$ cat src/rtl/shs_pkg.sv
// ----------------------------------------------------------------------------
// shs_pkg: shared types, constants and functions of the SHA-256 stream hasher
// Holds the round constants, the initial hash value, the sigma functions and
// the control bundle between the sequencer and the message schedule.
// ----------------------------------------------------------------------------
package shs_pkg;

    typedef logic [7:0][31:0] shs_hash_t;

    typedef struct packed {
        logic byte_shift;
        logic word_shift;
    } shs_sched_ctrl_t;

    localparam shs_hash_t HASH_IV = {
        32'h5be0cd19, 32'h1f83d9ab, 32'h9b05688c, 32'h510e527f,
        32'ha54ff53a, 32'h3c6ef372, 32'hbb67ae85, 32'h6a09e667
    };

    localparam logic [7:0] PAD_MARK = 8'h80;
    localparam logic [5:0] LEN_START = 6'd56;
    localparam logic [5:0] LAST_SLOT = 6'd63;

    localparam logic [31:0] ROUND_K [64] = '{
        32'h428a2f98, 32'h71374491, 32'hb5c0fbcf, 32'he9b5dba5,
        32'h3956c25b, 32'h59f111f1, 32'h923f82a4, 32'hab1c5ed5,
        32'hd807aa98, 32'h12835b01, 32'h243185be, 32'h550c7dc3,
        32'h72be5d74, 32'h80deb1fe, 32'h9bdc06a7, 32'hc19bf174,
        32'he49b69c1, 32'hefbe4786, 32'h0fc19dc6, 32'h240ca1cc,
        32'h2de92c6f, 32'h4a7484aa, 32'h5cb0a9dc, 32'h76f988da,
        32'h983e5152, 32'ha831c66d, 32'hb00327c8, 32'hbf597fc7,
        32'hc6e00bf3, 32'hd5a79147, 32'h06ca6351, 32'h14292967,
        32'h27b70a85, 32'h2e1b2138, 32'h4d2c6dfc, 32'h53380d13,
        32'h650a7354, 32'h766a0abb, 32'h81c2c92e, 32'h92722c85,
        32'ha2bfe8a1, 32'ha81a664b, 32'hc24b8b70, 32'hc76c51a3,
        32'hd192e819, 32'hd6990624, 32'hf40e3585, 32'h106aa070,
        32'h19a4c116, 32'h1e376c08, 32'h2748774c, 32'h34b0bcb5,
        32'h391c0cb3, 32'h4ed8aa4a, 32'h5b9cca4f, 32'h682e6ff3,
        32'h748f82ee, 32'h78a5636f, 32'h84c87814, 32'h8cc70208,
        32'h90befffa, 32'ha4506ceb, 32'hbef9a3f7, 32'hc67178f2
    };

    function automatic logic [31:0] rotr(input logic [31:0] x, input int n);
        rotr = (x >> n) | (x << (32 - n));
    endfunction

    function automatic logic [31:0] big_sigma0(input logic [31:0] x);
        big_sigma0 = rotr(x, 2) ^ rotr(x, 13) ^ rotr(x, 22);
    endfunction

    function automatic logic [31:0] big_sigma1(input logic [31:0] x);
        big_sigma1 = rotr(x, 6) ^ rotr(x, 11) ^ rotr(x, 25);
    endfunction

    function automatic logic [31:0] small_sigma0(input logic [31:0] x);
        small_sigma0 = rotr(x, 7) ^ rotr(x, 18) ^ (x >> 3);
    endfunction

    function automatic logic [31:0] small_sigma1(input logic [31:0] x);
        small_sigma1 = rotr(x, 17) ^ rotr(x, 19) ^ (x >> 10);
    endfunction

endpackage

$ cat src/rtl/sha256_stream_hasher.sv
// ----------------------------------------------------------------------------
// sha256_stream_hasher: SHA-256 over a byte stream, digest in four beats
// A byte beat that completes a 64-byte block starts a compression: a load,
//   64 rounds of the shared round unit and a fold.
// End beat: byte-wise padding plus one or two compressions, then four
//   result beats, one per cycle when m_ready is high.
// Throughput: one beat at a time; s_ready is low while padding, compressing
//   or emitting. Reset (synchronous, aresetn low) loads the initial hash.
// ----------------------------------------------------------------------------
module sha256_stream_hasher (
    input  logic        aclk,
    input  logic        aresetn,
    input  logic        s_valid,
    output logic        s_ready,
    input  logic [7:0]  s_message_byte,
    input  logic        s_byte_present,
    input  logic        s_message_end,
    output logic        m_valid,
    input  logic        m_ready,
    output logic [63:0] m_digest_word,
    output logic [1:0]  m_word_number,
    output logic        m_final_word
);
    import shs_pkg::*;

    // sequencer states
    localparam logic [1:0] S_IDLE = 2'd0;  // take message beats
    localparam logic [1:0] S_PAD  = 2'd1;  // shift in 0x80, zeros and length
    localparam logic [1:0] S_COMP = 2'd2;  // wait on the round unit
    localparam logic [1:0] S_OUT  = 2'd3;  // emit four digest beats

    logic [1:0]  state_reg, state_next;
    logic [5:0]  fill_reg, fill_next;
    logic [63:0] total_reg, total_next;
    logic        pad_active_reg, pad_active_next;  // end seen, padding pending
    logic        pad_mark_reg, pad_mark_next;      // 0x80 still to be placed
    logic        len_ok_reg, len_ok_next;          // this block takes the length
    logic        final_reg, final_next;            // compression ends the message
    logic [1:0]  word_reg, word_next;

    shs_sched_ctrl_t sched_ctrl;
    logic [7:0]      sched_byte;
    logic [31:0]     w_cur;
    logic            comp_start;
    logic            core_init;
    logic            round_active;
    logic            core_done;
    shs_hash_t       hash_words;

    logic s_beat;
    logic m_beat;
    logic len_phase;

    assign s_ready = (state_reg == S_IDLE);
    assign m_valid = (state_reg == S_OUT);
    assign s_beat  = s_valid && s_ready;
    assign m_beat  = m_valid && m_ready;

    // digest words come straight from the chaining registers, stable in S_OUT
    assign m_digest_word = {hash_words[{word_reg, 1'b0}], hash_words[{word_reg, 1'b1}]};
    assign m_word_number = word_reg;
    assign m_final_word  = (word_reg == 2'd3);

    // length bytes go into slots 56..63 of the last block only
    assign len_phase = !pad_mark_reg && len_ok_reg && (fill_reg >= LEN_START);

    always_comb begin
        state_next      = state_reg;
        fill_next       = fill_reg;
        total_next      = total_reg;
        pad_active_next = pad_active_reg;
        pad_mark_next   = pad_mark_reg;
        len_ok_next     = len_ok_reg;
        final_next      = final_reg;
        word_next       = word_reg;
        sched_byte      = s_message_byte;
        sched_ctrl      = '{byte_shift: 1'b0, word_shift: round_active};
        comp_start      = 1'b0;
        core_init       = 1'b0;

        unique case (state_reg)
            S_IDLE: begin
                if (s_beat) begin
                    if (s_message_end) begin
                        pad_active_next = 1'b1;
                        pad_mark_next   = 1'b1;
                        state_next      = S_PAD;
                    end
                    if (s_byte_present) begin
                        sched_ctrl.byte_shift = 1'b1;
                        fill_next  = fill_reg + 6'd1;
                        total_next = total_reg + 64'd8;
                        // full block: compress before anything else
                        if (fill_reg == LAST_SLOT) begin
                            comp_start = 1'b1;
                            state_next = S_COMP;
                        end
                    end
                end
            end
            S_PAD: begin
                sched_ctrl.byte_shift = 1'b1;
                fill_next = fill_reg + 6'd1;
                if (pad_mark_reg) begin
                    sched_byte    = PAD_MARK;
                    pad_mark_next = 1'b0;
                    // no room for the length after the mark: spill a block
                    len_ok_next   = (fill_reg < LEN_START);
                end else if (len_phase) begin
                    sched_byte = total_reg[63:56];
                    total_next = {total_reg[55:0], 8'h00};
                end else begin
                    sched_byte = 8'h00;
                end
                if (fill_reg == LAST_SLOT) begin
                    comp_start = 1'b1;
                    state_next = S_COMP;
                    final_next = len_phase;
                    if (!len_phase) begin
                        len_ok_next = 1'b1;
                    end
                end
            end
            S_COMP: begin
                if (core_done) begin
                    priority if (final_reg) begin
                        state_next = S_OUT;
                    end else if (pad_active_reg) begin
                        state_next = S_PAD;
                    end else begin
                        state_next = S_IDLE;
                    end
                end
            end
            S_OUT: begin
                if (m_beat) begin
                    word_next = word_reg + 2'd1;
                    if (m_final_word) begin
                        // restart for the next message
                        core_init       = 1'b1;
                        fill_next       = '0;
                        total_next      = '0;
                        pad_active_next = 1'b0;
                        pad_mark_next   = 1'b0;
                        len_ok_next     = 1'b0;
                        final_next      = 1'b0;
                        state_next      = S_IDLE;
                    end
                end
            end
            default: begin
                state_next = S_IDLE;
            end
        endcase
    end

    always_ff @(posedge aclk) begin
        if (!aresetn) begin
            state_reg      <= S_IDLE;
            fill_reg       <= '0;
            total_reg      <= '0;
            pad_active_reg <= 1'b0;
            pad_mark_reg   <= 1'b0;
            len_ok_reg     <= 1'b0;
            final_reg      <= 1'b0;
            word_reg       <= '0;
        end else begin
            state_reg      <= state_next;
            fill_reg       <= fill_next;
            total_reg      <= total_next;
            pad_active_reg <= pad_active_next;
            pad_mark_reg   <= pad_mark_next;
            len_ok_reg     <= len_ok_next;
            final_reg      <= final_next;
            word_reg       <= word_next;
        end
    end

    shs_msg_sched u_sched (
        .aclk    (aclk),
        .ctrl    (sched_ctrl),
        .byte_in (sched_byte),
        .w_cur   (w_cur)
    );

    shs_round_core u_core (
        .aclk         (aclk),
        .aresetn      (aresetn),
        .start        (comp_start),
        .init         (core_init),
        .w_cur        (w_cur),
        .round_active (round_active),
        .done         (core_done),
        .hash_words   (hash_words)
    );

endmodule

$ cat src/rtl/shs_msg_sched.sv
// ----------------------------------------------------------------------------
// shs_msg_sched: block buffer and rolling message schedule
// A 16-word shift line: bytes shift in while a block fills, then each round
// shifts out the current schedule word and appends the expanded one.
// ----------------------------------------------------------------------------
module shs_msg_sched (
    input  logic                     aclk,
    input  shs_pkg::shs_sched_ctrl_t ctrl,
    input  logic [7:0]               byte_in,
    output logic [31:0]              w_cur
);
    import shs_pkg::*;

    logic [15:0][31:0] blk_reg;
    logic [15:0][31:0] blk_next;
    logic [31:0]       w_new;

    // word 15 is the oldest, i.e. the next one consumed
    assign w_cur = blk_reg[15];
    assign w_new = small_sigma1(blk_reg[1]) + blk_reg[6]
                 + small_sigma0(blk_reg[14]) + blk_reg[15];

    always_comb begin
        blk_next = blk_reg;
        if (ctrl.byte_shift) begin
            blk_next = {blk_reg[15][23:0], blk_reg[14:0], byte_in};
        end else if (ctrl.word_shift) begin
            blk_next = {blk_reg[14:0], w_new};
        end
    end

    always_ff @(posedge aclk) begin
        blk_reg <= blk_next;
    end

endmodule

$ cat src/rtl/shs_round_core.sv
// ----------------------------------------------------------------------------
// shs_round_core: shared SHA-256 round unit and chaining value
// Runs one round per cycle up to the last round, then folds the working
// variables into the hash words.
// ----------------------------------------------------------------------------
module shs_round_core (
    input  logic              aclk,
    input  logic              aresetn,
    input  logic              start,
    input  logic              init,
    input  logic [31:0]       w_cur,
    output logic              round_active,
    output logic              done,
    output shs_pkg::shs_hash_t hash_words
);
    import shs_pkg::*;

    shs_hash_t  h_reg;
    shs_hash_t  v_reg;
    shs_hash_t  v_next;
    logic       run_reg;
    logic       fold_reg;
    logic [5:0] round_reg;
    logic [31:0] t1;
    logic [31:0] t2;

    assign round_active = run_reg;
    assign done         = fold_reg;
    assign hash_words   = h_reg;

    always_comb begin
        t1 = v_reg[7] + big_sigma1(v_reg[4])
           + ((v_reg[4] & v_reg[5]) ^ (~v_reg[4] & v_reg[6]))
           + ROUND_K[round_reg] + w_cur;
        t2 = big_sigma0(v_reg[0])
           + ((v_reg[0] & v_reg[1]) ^ (v_reg[0] & v_reg[2]) ^ (v_reg[1] & v_reg[2]));
        v_next = {v_reg[6:4], v_reg[3] + t1, v_reg[2:0], t1 + t2};
    end

    // working variables: payload only
    always_ff @(posedge aclk) begin
        if (start) begin
            v_reg <= h_reg;
        end else if (run_reg) begin
            v_reg <= v_next;
        end
    end

    always_ff @(posedge aclk) begin
        if (!aresetn) begin
            run_reg   <= 1'b0;
            fold_reg  <= 1'b0;
            round_reg <= '0;
            h_reg     <= HASH_IV;
        end else begin
            fold_reg <= 1'b0;
            if (start) begin
                run_reg   <= 1'b1;
                round_reg <= '0;
            end else if (run_reg) begin
                round_reg <= round_reg + 6'd1;
                if (round_reg == LAST_SLOT) begin
                    run_reg  <= 1'b0;
                    fold_reg <= 1'b1;
                end
            end
            if (fold_reg) begin
                for (int i = 0; i < 8; i++) begin
                    h_reg[i] <= h_reg[i] + v_reg[i];
                end
            end
            if (init) begin
                h_reg <= HASH_IV;
            end
        end
    end

endmodule
$ cat config.mk
export PLATFORM = sky130hd
export DESIGN_NAME = sha256_stream_hasher
export DESIGN_NICKNAME = d
export VERILOG_FILES = /design/src/rtl/shs_pkg.sv /design/src/rtl/sha256_stream_hasher.sv /design/src/rtl/shs_msg_sched.sv /design/src/rtl/shs_round_core.sv
export SDC_FILE = /design/constraint.sdc
export NUM_CORES = 2
export LEC_CHECK = 0
export ABC_AREA = 1
export ABC_CLOCK_PERIOD_IN_PS = 52100
export BUFFER_PORTS_ARGS = -buffer_cell sky130_fd_sc_hd__buf_2
export CAP_MARGIN = 40
export CORE_MARGIN = 2
export CORE_UTILIZATION = 35
export CTS_CLUSTER_SIZE = 8
export DETAILED_ROUTE_END_ITERATION = 12
export SLEW_MARGIN = 10
export SYNTH_ARGS = -nofsm -noshare
export SYNTH_HDL_FRONTEND = slang
export SYNTH_SLANG_ARGS = --single-unit
$ cat constraint.sdc
create_clock -name aclk -period 52.1 [get_ports aclk]
set_input_delay 13.025 -clock aclk [delete_from_list [all_inputs] [get_ports aclk]]
set_output_delay 13.025 -clock aclk [all_outputs]
set_load 0.01 [all_outputs]
==> results.cfg <==
[logic_synthesis]
synth_top_area_frac = 0.2844
avgSynthCellArea_um2 = 7.435
synthFlopType = edfxtp_1
yosys.area.top_type = edfxtp_1
ys_ff_latch = 1107
syn_nets = 11514
yosys_warnings = 0
syn_inst = 10908
netlist-cell-type-count = 68
synth_edf_count = 768
yosysSeqAreaShare = 0.3680
async_flop_share = 0
syn_area_um2 = 81100
synthTopCellsByArea = edfxtp_1, nand2_1, dfxtp_1

[worst_setup_path]
crit_required_ns = 52.56
slowest_stage = buf_4
end_kind = flip-flop
path_delay_family = buffers and inverters
critPathBufInv = 8
critPathKind = in2reg
cpMostUsedCell = buf_4
critical-path-max-stage-delay_ns = 0.76
start_kind = input pin
path_cells = buf_2 -> nand3_1 -> nand2_8 -> buf_16 -> inv_16 -> nor2_4 -> buf_4 -> inv_8 -> nand2_4 -> buf_4 -> buf_12 -> buf_4
path_max_fanout = 127
cp.arrival_ns = 18.20

[clock_network]
cts_tree = done
cts_setup_buffers = 0
cts.clk_slew.worst_paths_ns = 0.05
clockBufferDepth = 3
cts_sinks = 1107
cts_root_buffer = clkbuf_16
h-tree-depth = 4
clk_latency_ns = 0.86
cts_resized = 0
numCtsBuffers = 159
ctsHoldBuffers = 0

[die]
initial_core_util = 0.3524
core_area_um2 = 230100
die_h_um = 485.4
std_cell_rows = 176
fp.dieW_um = 485.4
dieArea_um2 = 235600
num_io_pins = 83

[global_route]
antenna_found_initial = 22
overflow = 0
grt.total_usage = 0.2689
first_global_vias = 70955
grt_pass1_wl_mm = 474.7
grt_max_degree = 217

[sta]
fin_setup_tns_ns = 0
period_share = 0.3406
period_needed_ns = 17.75
setup_viol = 0
skew_ns = 0.04619
rsz0062_at_grt = no
drv_slew = 0
slew_headroom = 0.2228
max_freq_ghz = 0.05635
hold_violations = 0
worstMarginPinSlew_ns = 1.166

[final_layout]
fillers = 24064
nets = 11384
layout_common_cells = nand2_1, inv_1, a21oi_1
largest_register_ffs = 480
drive_gt1_frac = 0.03946
final_common_cell = nand2_1
syn_to_final_growth_pct = 9.576

[flow_run]
cap_viol_max_count = 0

[placement]
hpwl_mm = 253.3
io_buffers = 82
gp_congestion = 1.021

[route]
post_drt_wl_per_cell_um = 23.52
viasPerCell = 5.496
via_count = 76418
drc = 0
first_pass_iters = 6
drtIter0Drc = 9054
antenna_left = 0
routed_wl_mm = 327.0

[outcome]
status = complete, no violations

[hold_path]
min_path_type = reg2reg
[area by class of cell]
cell class	instances	area [um^2]	share of cell area
antenna	5	12.51	0.0001408
sequential	1107	29860	0.3360
tap	3026	3786	0.04260
inverter	1128	4279	0.04815
timing repair buffer	179	1364	0.01535
clock buffer	242	4393	0.04943
multi-input combinational	8203	44910	0.5054
clock inverter	14	267.8	0.003013
[Yosys cell counts, types with 6 or more instances]
cell type	count
buf_4	65
nor2_2	8
a21o_1	51
a221oi_1	14
buf_2	93
nor2_1	789
a22oi_1	8
o221ai_1	17
nand2_1	3440
nor3_1	105
nor3b_1	7
a21oi_1	898
o21ai_2	6
or2_2	21
a21boi_0	30
mux2i_1	13
nand3b_1	33
maj3_1	20
o21bai_1	59
a211oi_1	16
a31oi_1	42
buf_1	10
inv_1	1115
inv_2	7
o22ai_1	49
clkbuf_1	299
edfxtp_1	768
nor4_1	9
o21a_1	26
nand3_1	401
o21ai_0	840
o211ai_1	41
xnor2_1	183
fa_1	195
xor2_1	274
nand4_1	114
dfxtp_1	339
o21ai_1	43
ha_1	397
[per-stage QoR]
| stage | std cells | instance area [um^2] | util | setup WS, ns | hold WS (ns) |
|---|---|---|---|---|---|
| 2_1_floorplan | 10908 | 81100 | - | 26.36 | 0.4264 |
| 3_3_place_gp | 13604 | 83700 | 0.3637 | 33.31 | 0.4413 |
| 3_5_place_dp | 13639 | 84170 | 0.3658 | 33.61 | 0.4438 |
| 4_1_cts | 13895 | 88830 | 0.3860 | 34.48 | 0.4520 |
| 5_1_grt | 13900 | 88860 | 0.3861 | 34.09 | 0.4862 |
| 6_report | 13904 | 88870 | 0.3862 | 34.35 | 0.4559 |
[worst reg2reg max path, delay by kind of cell (launching register included)]
family,cells,cell delay [ns]
DFF,1,0.30
and+or+nand+nor,13,2.00
xor gates and xnor gates,1,0.70
AOI/OAI and AO/OA,7,1.84
buffers and inverters,9,1.24
adders and majority gates,8,3.76
[worst paths after layout]
| check | start | to | slack [ns] | cells after the start |
|---|---|---|---|---|
| setup / recovery | s_valid | u_core.v_next[105] | 34.35 | 12 |
| hold / removal | pad_active_reg | pad_active_reg | 0.46 | 2 |
| setup reg to reg | u_core.round_reg[1] | u_core.v_next[63] | 42.00 | 38 |
| hold reg to reg | pad_active_reg | pad_active_reg | 0.46 | 2 |
[routing by layer]
layer	part of all wire	wire, um	vias to the layer above	GRT usage
met3	0.094	30810	754	0.05024
met1	0.42	137300	36227	0.3676
met4	0.056	18310	22	0.1308
met5	0.00043	139	-	0
li1	-	-	35721	-
met2	0.43	140500	3694	0.4073
[cell families after synthesis]
| logic type | Yosys count | synth area share |
|---|---|---|
| buf+inv | 1598 | 0.07874 |
| compound gates | 2169 | 0.1454 |
| simple gates | 4952 | 0.2450 |
| flops | 1107 | 0.3680 |
| mux | 13 | 0.001604 |
| xor+xnor | 457 | 0.04935 |
| fa+ha+maj | 612 | 0.1118 |
Power is left out: the tool's default activity adds up to more than one toggle a clock period on the data nets, which glitch-free logic cannot reach.
